### src/hdl/analog_ladder_button_decoder_unit_assert.svh
// assertion macros used by the ladder keypad decoder sequencer
`ifndef ANALOG_LADDER_BUTTON_DECODER_UNIT_ASSERT_SVH
`define ANALOG_LADDER_BUTTON_DECODER_UNIT_ASSERT_SVH

// same-cycle implication, checked outside reset
`define ADB_ASSERT_NOW(label, clk, rst_n, ante, cons, msg) \
	label: assert property (@(posedge clk) disable iff (!rst_n) (ante) |-> (cons)) \
		else $error(msg);

// next-cycle implication, checked outside reset
`define ADB_ASSERT_NEXT(label, clk, rst_n, ante, cons, msg) \
	label: assert property (@(posedge clk) disable iff (!rst_n) (ante) |=> (cons)) \
		else $error(msg);

`endif

### src/hdl/adb_pkg.sv
// types, constants and codes of the ladder keypad decoder
package adb_pkg;

	localparam int MAX_BUTTONS = 16;
	localparam int SAMPLE_BITS = 12;

	localparam int IDX_W = (MAX_BUTTONS > 1) ? $clog2(MAX_BUTTONS) : 1;
	localparam int CNT_W = $clog2(MAX_BUTTONS + 1);
	localparam int ID_W = 8;
	localparam int MS_W = 16;
	localparam int TIME_W = 32;
	localparam int MARGIN_W = 8;
	localparam int CFG_IDX_W = 2;
	localparam int CFG_DATA_W = 16;

	// request type codes
	localparam logic REQ_SAMPLE = 1'b0;
	localparam logic REQ_LOAD = 1'b1;

	typedef enum logic [CFG_IDX_W-1:0] {
		REG_DEBOUNCE = 2'd0,
		REG_MARGIN = 2'd1,
		REG_INTERVAL = 2'd2
	} cfg_reg_t;

	typedef enum logic [2:0] {
		ST_IDLE,
		ST_SCAN,
		ST_REL_RD,
		ST_REL,
		ST_EMIT
	} state_t;

	typedef struct packed {
		logic [ID_W-1:0] ident;
		logic [SAMPLE_BITS-1:0] level;
		logic [MS_W-1:0] hold_ms;
		logic [MS_W-1:0] rep_ms;
	} entry_t;

	localparam int ENTRY_W = $bits(entry_t);

	typedef struct packed {
		logic [MS_W-1:0] debounce_samples;
		logic [MARGIN_W-1:0] match_margin;
		logic [MS_W-1:0] sample_interval_ms;
	} cfg_t;

	typedef struct packed {
		logic wr_en;
		logic [IDX_W-1:0] wr_addr;
		entry_t wr_data;
		logic rd_en;
		logic [IDX_W-1:0] rd_addr;
	} ram_req_t;

	typedef struct packed {
		logic valid;
		logic [ID_W-1:0] ident;
		logic held;
	} result_t;

endpackage

### src/hdl/adb_if.sv
// valid/ready channel interfaces of the ladder keypad decoder
interface adb_req_if;
	logic valid;
	logic ready;
	logic req_type;
	logic [adb_pkg::SAMPLE_BITS-1:0] sample_level;
	logic [adb_pkg::TIME_W-1:0] now_ms;
	logic [adb_pkg::ID_W-1:0] button_id;
	logic [adb_pkg::SAMPLE_BITS-1:0] button_level;
	logic [adb_pkg::MS_W-1:0] hold_ms;
	logic [adb_pkg::MS_W-1:0] repeat_ms;

	modport source (
		output valid, req_type, sample_level, now_ms, button_id, button_level, hold_ms,
			repeat_ms,
		input ready
	);
	modport sink (
		input valid, req_type, sample_level, now_ms, button_id, button_level, hold_ms,
			repeat_ms,
		output ready
	);
endinterface

interface adb_evt_if;
	logic valid;
	logic ready;
	logic [adb_pkg::ID_W-1:0] event_id;
	logic event_held;

	modport source (output valid, event_id, event_held, input ready);
	modport sink (input valid, event_id, event_held, output ready);
endinterface

interface adb_cfg_if;
	logic valid;
	logic ready;
	logic [adb_pkg::CFG_IDX_W-1:0] reg_index;
	logic [adb_pkg::CFG_DATA_W-1:0] wr_data;

	modport source (output valid, reg_index, wr_data, input ready);
	modport sink (input valid, reg_index, wr_data, output ready);
endinterface

### src/hdl/adb_entry_ram.sv
// single-port-write, single-port-read ram with registered read data
module adb_entry_ram #(
	parameter int WIDTH = 8,
	parameter int DEPTH = 16,
	parameter int ADDR_W = (DEPTH > 1) ? $clog2(DEPTH) : 1
) (
	input logic clk,
	input logic wr_en,
	input logic [ADDR_W-1:0] wr_addr,
	input logic [WIDTH-1:0] wr_data,
	input logic rd_en,
	input logic [ADDR_W-1:0] rd_addr,
	output logic [WIDTH-1:0] rd_data
);

	logic [WIDTH-1:0] mem [DEPTH];

	always_ff @(posedge clk) begin
		if (wr_en) begin
			mem[wr_addr] <= wr_data;
		end
	end

	always_ff @(posedge clk) begin
		if (rd_en) begin
			rd_data <= mem[rd_addr];
		end
	end

endmodule

### src/hdl/adb_ctrl.sv
// sequencer: table append, entry scan, debounce, hold/repeat and click decisions
`include "analog_ladder_button_decoder_unit_assert.svh"

module adb_ctrl (
	input logic clk,
	input logic arst_n,
	adb_req_if.sink req,
	input adb_pkg::cfg_t cfg,
	input logic slot_free,
	input adb_pkg::entry_t rd_data,
	output adb_pkg::ram_req_t ram,
	output adb_pkg::result_t result
);

	localparam int LVL_W = adb_pkg::SAMPLE_BITS;
	localparam int SLVL_W = adb_pkg::SAMPLE_BITS + 2;

	adb_pkg::state_t state_q, state_d;

	logic [adb_pkg::CNT_W-1:0] entry_count_q;
	logic [adb_pkg::MAX_BUTTONS-1:0] held_q;
	logic [adb_pkg::TIME_W-1:0] last_q;
	logic cand_valid_q;
	logic [adb_pkg::IDX_W-1:0] cand_idx_q;
	logic pressed_valid_q;
	logic [adb_pkg::IDX_W-1:0] pressed_idx_q;
	logic [adb_pkg::MS_W-1:0] dc_q;
	logic [adb_pkg::TIME_W-1:0] mark_q;
	logic [adb_pkg::CNT_W-1:0] issue_q;
	logic cmp_valid_s1;
	logic [adb_pkg::IDX_W-1:0] cmp_idx_s1;
	logic [LVL_W-1:0] reading_q;
	logic [adb_pkg::TIME_W-1:0] now_q;
	logic [adb_pkg::ID_W-1:0] pend_id_q;
	logic pend_held_q;

	logic in_acc;
	logic is_load;
	logic table_full;
	logic sample_ok;
	logic [adb_pkg::TIME_W-1:0] gap;
	logic issue_go;
	logic hit;
	logic miss;
	logic signed [SLVL_W-1:0] win_lo;
	logic [LVL_W:0] win_hi;
	logic is_pressed;
	logic new_cand;
	logic [adb_pkg::MS_W-1:0] dc_base;
	logic [adb_pkg::MS_W-1:0] dc_next;
	logic [adb_pkg::TIME_W-1:0] elapsed;
	logic fire;
	logic click;

	assign in_acc = req.valid && req.ready;
	assign is_load = (req.req_type == adb_pkg::REQ_LOAD);
	assign table_full = (entry_count_q == adb_pkg::CNT_W'(adb_pkg::MAX_BUTTONS));
	assign gap = req.now_ms - last_q;
	assign sample_ok = gap > adb_pkg::TIME_W'(cfg.sample_interval_ms);

	// lower bound may go negative, so compare signed
	assign win_lo = $signed({2'b00, rd_data.level}) -
		$signed({{(SLVL_W-adb_pkg::MARGIN_W){1'b0}}, cfg.match_margin});
	assign win_hi = {1'b0, rd_data.level} + (LVL_W+1)'(cfg.match_margin);

	assign hit = (state_q == adb_pkg::ST_SCAN) && cmp_valid_s1 &&
		($signed({2'b00, reading_q}) >= win_lo) && ({1'b0, reading_q} <= win_hi);
	assign issue_go = (state_q == adb_pkg::ST_SCAN) && !hit && (issue_q < entry_count_q);
	assign miss = (state_q == adb_pkg::ST_SCAN) && !cmp_valid_s1 &&
		(issue_q >= entry_count_q);

	assign is_pressed = pressed_valid_q && (pressed_idx_q == cmp_idx_s1);
	assign new_cand = !(cand_valid_q && (cand_idx_q == cmp_idx_s1));
	assign dc_base = new_cand ? '0 : dc_q;
	assign dc_next = (dc_base != {adb_pkg::MS_W{1'b1}}) ? dc_base + 1'b1 : dc_base;

	assign elapsed = now_q - mark_q;
	assign fire = (!held_q[cmp_idx_s1] && (elapsed > adb_pkg::TIME_W'(rd_data.hold_ms))) ||
		(held_q[cmp_idx_s1] && (elapsed > adb_pkg::TIME_W'(rd_data.rep_ms)));
	assign click = pressed_valid_q && !held_q[pressed_idx_q];

	// next state
	always_comb begin
		state_d = state_q;
		case (state_q)
			adb_pkg::ST_IDLE: begin
				if (in_acc && !is_load && sample_ok) begin
					state_d = adb_pkg::ST_SCAN;
				end
			end
			adb_pkg::ST_SCAN: begin
				if (hit) begin
					state_d = (is_pressed && fire) ? adb_pkg::ST_EMIT : adb_pkg::ST_IDLE;
				end else if (miss) begin
					state_d = click ? adb_pkg::ST_REL_RD : adb_pkg::ST_IDLE;
				end
			end
			adb_pkg::ST_REL_RD: state_d = adb_pkg::ST_REL;
			adb_pkg::ST_REL: state_d = adb_pkg::ST_EMIT;
			adb_pkg::ST_EMIT: begin
				if (slot_free) begin
					state_d = adb_pkg::ST_IDLE;
				end
			end
			default: state_d = adb_pkg::ST_IDLE;
		endcase
	end

	// outputs
	always_comb begin
		req.ready = 1'b0;
		ram = '0;
		ram.wr_addr = entry_count_q[adb_pkg::IDX_W-1:0];
		ram.wr_data.ident = req.button_id;
		ram.wr_data.level = req.button_level;
		ram.wr_data.hold_ms = req.hold_ms;
		ram.wr_data.rep_ms = req.repeat_ms;
		ram.rd_addr = issue_q[adb_pkg::IDX_W-1:0];
		result.valid = 1'b0;
		result.ident = pend_id_q;
		result.held = pend_held_q;
		case (state_q)
			adb_pkg::ST_IDLE: begin
				// ready is high throughout idle
				req.ready = 1'b1;
				ram.wr_en = req.valid && is_load && !table_full;
			end
			adb_pkg::ST_SCAN: ram.rd_en = issue_go;
			adb_pkg::ST_REL_RD: begin
				ram.rd_en = 1'b1;
				ram.rd_addr = pressed_idx_q;
			end
			adb_pkg::ST_REL: ram.rd_en = 1'b0;
			adb_pkg::ST_EMIT: result.valid = slot_free;
			default: ram.rd_en = 1'b0;
		endcase
	end

	always_ff @(posedge clk or negedge arst_n) begin
		if (!arst_n) begin
			state_q <= adb_pkg::ST_IDLE;
			entry_count_q <= '0;
			held_q <= '0;
			last_q <= '0;
			cand_valid_q <= 1'b0;
			cand_idx_q <= '0;
			pressed_valid_q <= 1'b0;
			pressed_idx_q <= '0;
			dc_q <= '0;
			mark_q <= '0;
			issue_q <= '0;
			cmp_valid_s1 <= 1'b0;
		end else begin
			state_q <= state_d;
			if (ram.wr_en) begin
				entry_count_q <= entry_count_q + 1'b1;
				held_q[entry_count_q[adb_pkg::IDX_W-1:0]] <= 1'b0;
			end
			if (state_q == adb_pkg::ST_IDLE && in_acc && !is_load && sample_ok) begin
				last_q <= req.now_ms;
				issue_q <= '0;
			end
			cmp_valid_s1 <= issue_go;
			if (issue_go) begin
				issue_q <= issue_q + 1'b1;
			end
			if (hit) begin
				if (!is_pressed) begin
					held_q[cmp_idx_s1] <= 1'b0;
					cand_valid_q <= 1'b1;
					cand_idx_q <= cmp_idx_s1;
					dc_q <= dc_next;
					if (dc_next >= cfg.debounce_samples) begin
						pressed_valid_q <= 1'b1;
						pressed_idx_q <= cmp_idx_s1;
						mark_q <= now_q;
					end
				end else if (fire) begin
					held_q[cmp_idx_s1] <= 1'b1;
					mark_q <= now_q;
				end
			end
			if (miss) begin
				pressed_valid_q <= 1'b0;
				cand_valid_q <= 1'b0;
			end
		end
	end

	// sample and pending-event payload
	always_ff @(posedge clk) begin
		if (state_q == adb_pkg::ST_IDLE && in_acc) begin
			reading_q <= req.sample_level;
			now_q <= req.now_ms;
		end
		if (issue_go) begin
			cmp_idx_s1 <= issue_q[adb_pkg::IDX_W-1:0];
		end
		if (hit) begin
			pend_id_q <= rd_data.ident;
			pend_held_q <= 1'b1;
		end else if (state_q == adb_pkg::ST_REL) begin
			pend_id_q <= rd_data.ident;
			pend_held_q <= 1'b0;
		end
	end

	`ADB_ASSERT_NOW(a_count_bound, clk, arst_n, 1'b1,
		entry_count_q <= adb_pkg::CNT_W'(adb_pkg::MAX_BUTTONS), "entry count beyond table")
	`ADB_ASSERT_NOW(a_pressed_cand, clk, arst_n, pressed_valid_q,
		cand_valid_q && ({1'b0, pressed_idx_q} < entry_count_q), "pressed without candidate")
	`ADB_ASSERT_NEXT(a_emit_hold, clk, arst_n, (state_q == adb_pkg::ST_EMIT) && !slot_free,
		(state_q == adb_pkg::ST_EMIT) && $stable(pend_id_q), "pending event lost")
	`ADB_ASSERT_NOW(a_ram_excl, clk, arst_n, ram.wr_en,
		!ram.rd_en && (state_q == adb_pkg::ST_IDLE), "table write during read")

endmodule

### src/hdl/analog_ladder_button_decoder_unit.sv
// top level of the resistor-ladder keypad decoder
// a load or an early sample is handled in idle; a held event reaches the output register
//   through the table scan and the emit step, a click through the scan, ST_REL_RD, ST_REL and emit
// throughput: a sample holds the block until its scan and any release and emit steps finish,
//   with the table scan reading one entry per cycle; a full output register stalls the emit step
// reset: arst_n clears control state, empties the table and loads defaults (5, 20, 20)
module analog_ladder_button_decoder_unit (
	input logic clk,
	input logic arst_n,
	adb_req_if.sink req,
	adb_evt_if.source evt,
	adb_cfg_if.sink cfg
);

	adb_pkg::cfg_t cfg_q;
	adb_pkg::ram_req_t ram;
	adb_pkg::entry_t rd_data;
	adb_pkg::result_t result;

	logic out_valid_q;
	logic [adb_pkg::ID_W-1:0] out_id_q;
	logic out_held_q;
	logic slot_free;
	logic [adb_pkg::ENTRY_W-1:0] rd_bits;

	// configuration writes are always taken; unknown indices are dropped
	assign cfg.ready = 1'b1;

	always_ff @(posedge clk or negedge arst_n) begin
		if (!arst_n) begin
			cfg_q.debounce_samples <= adb_pkg::MS_W'(5);
			cfg_q.match_margin <= adb_pkg::MARGIN_W'(20);
			cfg_q.sample_interval_ms <= adb_pkg::MS_W'(20);
		end else if (cfg.valid) begin
			case (cfg.reg_index)
				adb_pkg::REG_DEBOUNCE: cfg_q.debounce_samples <= cfg.wr_data;
				adb_pkg::REG_MARGIN: cfg_q.match_margin <= cfg.wr_data[adb_pkg::MARGIN_W-1:0];
				adb_pkg::REG_INTERVAL: cfg_q.sample_interval_ms <= cfg.wr_data;
				default: cfg_q <= cfg_q;
			endcase
		end
	end

	// button table: id, nominal level, hold and repeat times, one entry per word
	adb_entry_ram #(
		.WIDTH(adb_pkg::ENTRY_W),
		.DEPTH(adb_pkg::MAX_BUTTONS)
	) u_ram (
		.clk(clk),
		.wr_en(ram.wr_en),
		.wr_addr(ram.wr_addr),
		.wr_data(ram.wr_data),
		.rd_en(ram.rd_en),
		.rd_addr(ram.rd_addr),
		.rd_data(rd_bits)
	);

	assign rd_data = adb_pkg::entry_t'(rd_bits);

	// sequencer owns the press/hold state and walks the table
	adb_ctrl u_ctrl (
		.clk(clk),
		.arst_n(arst_n),
		.req(req),
		.cfg(cfg_q),
		.slot_free(slot_free),
		.rd_data(rd_data),
		.ram(ram),
		.result(result)
	);

	// output register: a finished event waits here while the next transaction is taken
	assign slot_free = !out_valid_q || evt.ready;

	always_ff @(posedge clk or negedge arst_n) begin
		if (!arst_n) begin
			out_valid_q <= 1'b0;
		end else if (result.valid) begin
			out_valid_q <= 1'b1;
		end else if (evt.ready) begin
			out_valid_q <= 1'b0;
		end
	end

	always_ff @(posedge clk) begin
		if (result.valid) begin
			out_id_q <= result.ident;
			out_held_q <= result.held;
		end
	end

	assign evt.valid = out_valid_q;
	assign evt.event_id = out_id_q;
	assign evt.event_held = out_held_q;

endmodule
### src/flat_wrapper.sv
// flat-port wrapper written by rule: the top's interface ports become plain ports
module analog_ladder_button_decoder_unit_flat 
  (clk, arst_n, req_valid, req_req_type, req_sample_level, req_now_ms, req_button_id, req_button_level, req_hold_ms, req_repeat_ms, req_ready, evt_valid, evt_event_id, evt_event_held, evt_ready, cfg_valid, cfg_reg_index, cfg_wr_data, cfg_ready);
  adb_req_if req_i ();
  adb_evt_if evt_i ();
  adb_cfg_if cfg_i ();
  input logic clk;
  input logic arst_n;
  input wire logic [$bits(req_i.valid)-1:0] req_valid;
  input wire logic [$bits(req_i.req_type)-1:0] req_req_type;
  input wire logic [$bits(req_i.sample_level)-1:0] req_sample_level;
  input wire logic [$bits(req_i.now_ms)-1:0] req_now_ms;
  input wire logic [$bits(req_i.button_id)-1:0] req_button_id;
  input wire logic [$bits(req_i.button_level)-1:0] req_button_level;
  input wire logic [$bits(req_i.hold_ms)-1:0] req_hold_ms;
  input wire logic [$bits(req_i.repeat_ms)-1:0] req_repeat_ms;
  output wire logic [$bits(req_i.ready)-1:0] req_ready;
  output wire logic [$bits(evt_i.valid)-1:0] evt_valid;
  output wire logic [$bits(evt_i.event_id)-1:0] evt_event_id;
  output wire logic [$bits(evt_i.event_held)-1:0] evt_event_held;
  input wire logic [$bits(evt_i.ready)-1:0] evt_ready;
  input wire logic [$bits(cfg_i.valid)-1:0] cfg_valid;
  input wire logic [$bits(cfg_i.reg_index)-1:0] cfg_reg_index;
  input wire logic [$bits(cfg_i.wr_data)-1:0] cfg_wr_data;
  output wire logic [$bits(cfg_i.ready)-1:0] cfg_ready;
  assign req_i.valid = req_valid;
  assign req_i.req_type = req_req_type;
  assign req_i.sample_level = req_sample_level;
  assign req_i.now_ms = req_now_ms;
  assign req_i.button_id = req_button_id;
  assign req_i.button_level = req_button_level;
  assign req_i.hold_ms = req_hold_ms;
  assign req_i.repeat_ms = req_repeat_ms;
  assign req_ready = req_i.ready;
  assign evt_valid = evt_i.valid;
  assign evt_event_id = evt_i.event_id;
  assign evt_event_held = evt_i.event_held;
  assign evt_i.ready = evt_ready;
  assign cfg_i.valid = cfg_valid;
  assign cfg_i.reg_index = cfg_reg_index;
  assign cfg_i.wr_data = cfg_wr_data;
  assign cfg_ready = cfg_i.ready;
  analog_ladder_button_decoder_unit u_core (.clk(clk), .arst_n(arst_n), .req(req_i), .evt(evt_i), .cfg(cfg_i));
endmodule
### config.mk
export PLATFORM = sky130hd
export DESIGN_NAME = analog_ladder_button_decoder_unit_flat
export DESIGN_NICKNAME = d
export VERILOG_FILES = /design/src/hdl/adb_pkg.sv /design/src/hdl/adb_if.sv /design/src/hdl/adb_entry_ram.sv /design/src/hdl/adb_ctrl.sv /design/src/hdl/analog_ladder_button_decoder_unit.sv /design/src/flat_wrapper.sv
export VERILOG_INCLUDE_DIRS = /design/src /design/src/hdl
export SDC_FILE = /design/constraint.sdc
export NUM_CORES = 2
export LEC_CHECK = 0
export BUFFER_PORTS_ARGS = -buffer_cell sky130_fd_sc_hd__buf_4
export CORE_UTILIZATION = 60
export DETAILED_ROUTE_END_ITERATION = 6
export GPL_ROUTABILITY_DRIVEN = 0
export HOLD_SLACK_MARGIN = 0.02
export PLACE_DENSITY_LB_ADDON = 0.05
export SETUP_SLACK_MARGIN = 0.1
export SLEW_MARGIN = 20
export SYNTH_ARGS = -nofsm -noshare
export SYNTH_HDL_FRONTEND = slang
export SYNTH_SLANG_ARGS = --single-unit
### constraint.sdc
create_clock -name clk -period 13.3 [get_ports clk]
set_input_delay 0.665 -clock clk [delete_from_list [all_inputs] [get_ports clk]]
set_output_delay 0.665 -clock clk [all_outputs]
set_load 0.005 [all_outputs]
==> qor.txt <==
Outcome: complete, no violations
Num ports: 132
Layout Skew: 0.07371 ns
Delay-heaviest family, CP: simple AND/OR/NAND/NOR gates
Post-synthesis sequential area ratio: 0.6562
Die ar.: 83830 µm²
Final hold viol count: 0
PostCTS Resize Cnt: 0
Die width: 289.5 µm
CTS max path bufs: 3
Postcts setup bufs: 0
Pwr Total: 0.01091 W
First-pass GRT wire length: 170600 µm
HPWL after DPL: 65330 µm
RSZ-0062 raised after global routing: false
Max-cap violations: 0
Syn Nets: 3458
Placed Area: 51810 µm²
Sw Pwr: 0.003501 W
Met3 Use GR: 0.03611
Core area: 81980 µm²
Post-place setup slack: 7.087 ns
Die H: 289.5 µm
Int Power: 0.007412 W
Worst path arrival time: 6.89 ns
Layout cells sized above 1: 0.1988
Largest net degree at the start of global routing: 118
Clock share of power: 0.278
Initial DRC Count: 2738
Ys Warns: 0
Antenna violations before repair: 3
Period utilization: 0.4749
Area Overhead vs Synth: 11.66%
Total placed cells including tap cells: 4259
Yosys top cell by area: edfxtp_1
CP Capture Type: register
Gate Count Post-Synth: 3157
Flops & latches, synth: 1111
Grt peak-use layer: met2
Final instance area: 55390 µm²
Grt met1 use: 0.3904
Vias in the first global route: 28296
Via-to-Cell Ratio: 6.368
Port bufs: 130
PnR worst setup slack: 6.984 ns
CTS Root Cell: clkbuf_16
Crit path required time: 13.87 ns
Final WL: 113000 µm
Max rail drop VDD: 0.1811 mV
First-pass detailed-route iteration total: 6
Grt met2 use: 0.4451
CP Max Fanout: 38
Fmax: 158.3 MHz
Final Max Slew Viols: 0
CTS Buf Count: 111
DR vias: 28473
CTS tree: done
Relative slew slack: 0.2583
CTS Hold Bufs: 0
Final setup viols: 0
Reg clk slew, reported paths: 0.06 ns
Async set or reset register ratio after synthesis: 0.1449
# diodes: 0
R2R cell count: 25
Startpoint class of the critical path: register
DRC violations left: 0
DR WL/cell: 25.27 µm
Sw Ratio: 0.3208
TNS Setup: 0 ns
Row count: 105
Detail Route Antenna Nets: 0
Crit path depth: 25
Worst skew pair latency: 0.71 ns
Yosys cell types: 79
Post-synth EDFFs: 949
Post-synth top area share: 0.5745
Final cell count without fillers: 4471
CP Class: reg -> reg
Critical path's largest stage delay: 0.74 ns
Initial Utilization: 0.6051
TritonCTS Sinks: 1111
Slowest CP cell: edfxtp_1
Combinational share of power: 0.315
Worst slew pin tran: 1.112 ns
Pleak: 19.93 nW
Grt ovf: 0
Post-synth top flop: edfxtp_1
Cell Pwr Density: 197.0 nW/µm²
Worst path bufs/invs: 2
Global Route Usage Sum: 0.2736
# nets final: 3604
Flop pwr share: 0.407
Mean area per synthesized cell: 15.71 µm²
Hold Crit Class: in -> async
H-tree depth: 3
Post-Synthesis Cell Area: 49610 µm²
Ranking of synthesized cells by area: edfxtp_1, mux4_2, dfrtp_1
Post-layout minimum cycle time: 6.316 ns
==> area by class of cell <==
| class | count | area, µm² |
|---|---|---|
| sequential | 1111 | 32550 |
| multi-input combinational | 1730 | 15940 |
| fill | 5580 | 26590 |
| clock buffer | 144 | 2953 |
| timing repair buffer | 170 | 1318 |
| inverter | 179 | 671.9 |
| tap | 1070 | 1339 |
| clock inverter | 67 | 613.1 |
==> through the flow <==
stage	util	hold WS, ns
floorplan	-	0.3694
global placement	0.6319	0.4019
detailed placement	0.6319	0.4063
CTS	0.6754	0.06093
global route	0.6757	0.09629
finish	0.6757	0.05464
==> final timing paths <==
check,startpoint,to,slack [ns]
setup / recovery,u_core.u_ctrl.cmp_idx_s1[1],u_core.u_ctrl.mark_q[29],6.98
hold / removal,arst_n,u_core.cfg_q[3],0.05
setup reg to reg,u_core.u_ctrl.cmp_idx_s1[1],u_core.u_ctrl.mark_q[29],6.98
hold reg to reg,u_core.u_ctrl.pend_id_q[4],u_core.evt.event_id[4],0.42
max in group asynchronous,arst_n,u_core.u_ctrl.mark_q[26],11.93
min in group clk,req_sample_level[9],u_core.u_ctrl.reading_q[9],0.14
==> cells in the mapped netlist (29+ instances only) <==
| cell | number |
|---|---|
| nand2_1 | 231 |
| a31oi_1 | 62 |
| edfxtp_1 | 949 |
| and2_1 | 70 |
| a211oi_1 | 59 |
| a22o_1 | 32 |
| a221o_1 | 33 |
| nand2b_1 | 33 |
| nand4_1 | 42 |
| mux4_2 | 218 |
| xnor2_1 | 52 |
| nor3_1 | 29 |
| nand3_1 | 35 |
| inv_1 | 179 |
| mux2_2 | 52 |
| ha_1 | 177 |
| dfrtp_1 | 155 |
| a21o_1 | 32 |
| nor2_1 | 65 |
| a21oi_1 | 124 |
| clkbuf_1 | 103 |
| o21ai_0 | 89 |
| xor2_1 | 30 |
==> routing by layer <==
layer  vias to the layer above  part of all wire
met5                         -           0.00033
met4                         6             0.028
met3                       220             0.062
met2                      1026              0.48
met1                     14570              0.42
li1                      12651                 -
==> power groups by stage <==
stage	logic [W]	registers, W	clock network [W]
after floorplan	0.00255	0.00440	0
after global placement	0.00336	0.00450	0
after detailed placement	0.00343	0.00451	0
after CTS	0.00345	0.00444	0.00308
after global routing	0.00378	0.00448	0.00320
final	0.00344	0.00444	0.00303
==> logic make-up after synthesis <==
| group | after synthesis | synth area share |
|---|---|---|
| AND/OR/NAND/NOR | 596 | 0.06058 |
| XOR/XNOR | 82 | 0.01448 |
| buffers and inverters | 316 | 0.02484 |
| other | 1 | 0.00007559 |
| flip-flops | 1111 | 0.6562 |
| multiplexers | 303 | 0.1200 |
| adder cells (fa/ha/maj) | 181 | 0.04626 |
| AO/OA/AOI/OAI | 567 | 0.07758 |
==> registers in the layout, indices dropped and copies added, names as in the netlist, 3 cells and up <==
register and flops:
u_core.u_ctrl.dc_q 16, u_core.u_ctrl.state_q 3, u_core.u_ctrl.last_q 32, u_core.u_ctrl.pressed_idx_q 4, u_core.u_ram.rd_data 52, u_core.u_ctrl.entry_count_q 5
u_core.u_ctrl.reading_q 12, u_core.u_ctrl.mark_q 32, u_core.u_ctrl.pend_id_q 8, u_core.u_ctrl.now_q 32, u_core.u_ctrl.issue_q 5, u_core.u_ctrl.cmp_idx_s1 4
u_core.u_ctrl.cand_idx_q 4, u_core.u_ram.mem 832, u_core.u_ctrl.held_q 16, u_core.cfg_q 40, u_core.evt.event_id 8
==> placed cells by master, fill, tap and decap left out, drive strengths merged, types with 29 or more instances in the layout <==
cell type	Yosys	routed
nor3	29	29
mux2	77	77
a21oi	127	127
clkbuf	103	144
nand2b	33	33
buf	34	170
a221o	33	33
a21o	32	32
xor2	30	30
a22o	32	32
a211oi	59	59
nand4	42	42
nor2	65	65
xnor2	52	52
a31oi	62	62
mux4	218	218
nand3	35	35
ha	177	177
clkinv	0	51
edfxtp	949	949
nand2	232	232
inv	179	182
o21ai	92	92
and2	71	71
dfrtp	155	155
Power figures use the tool's default switching activity.
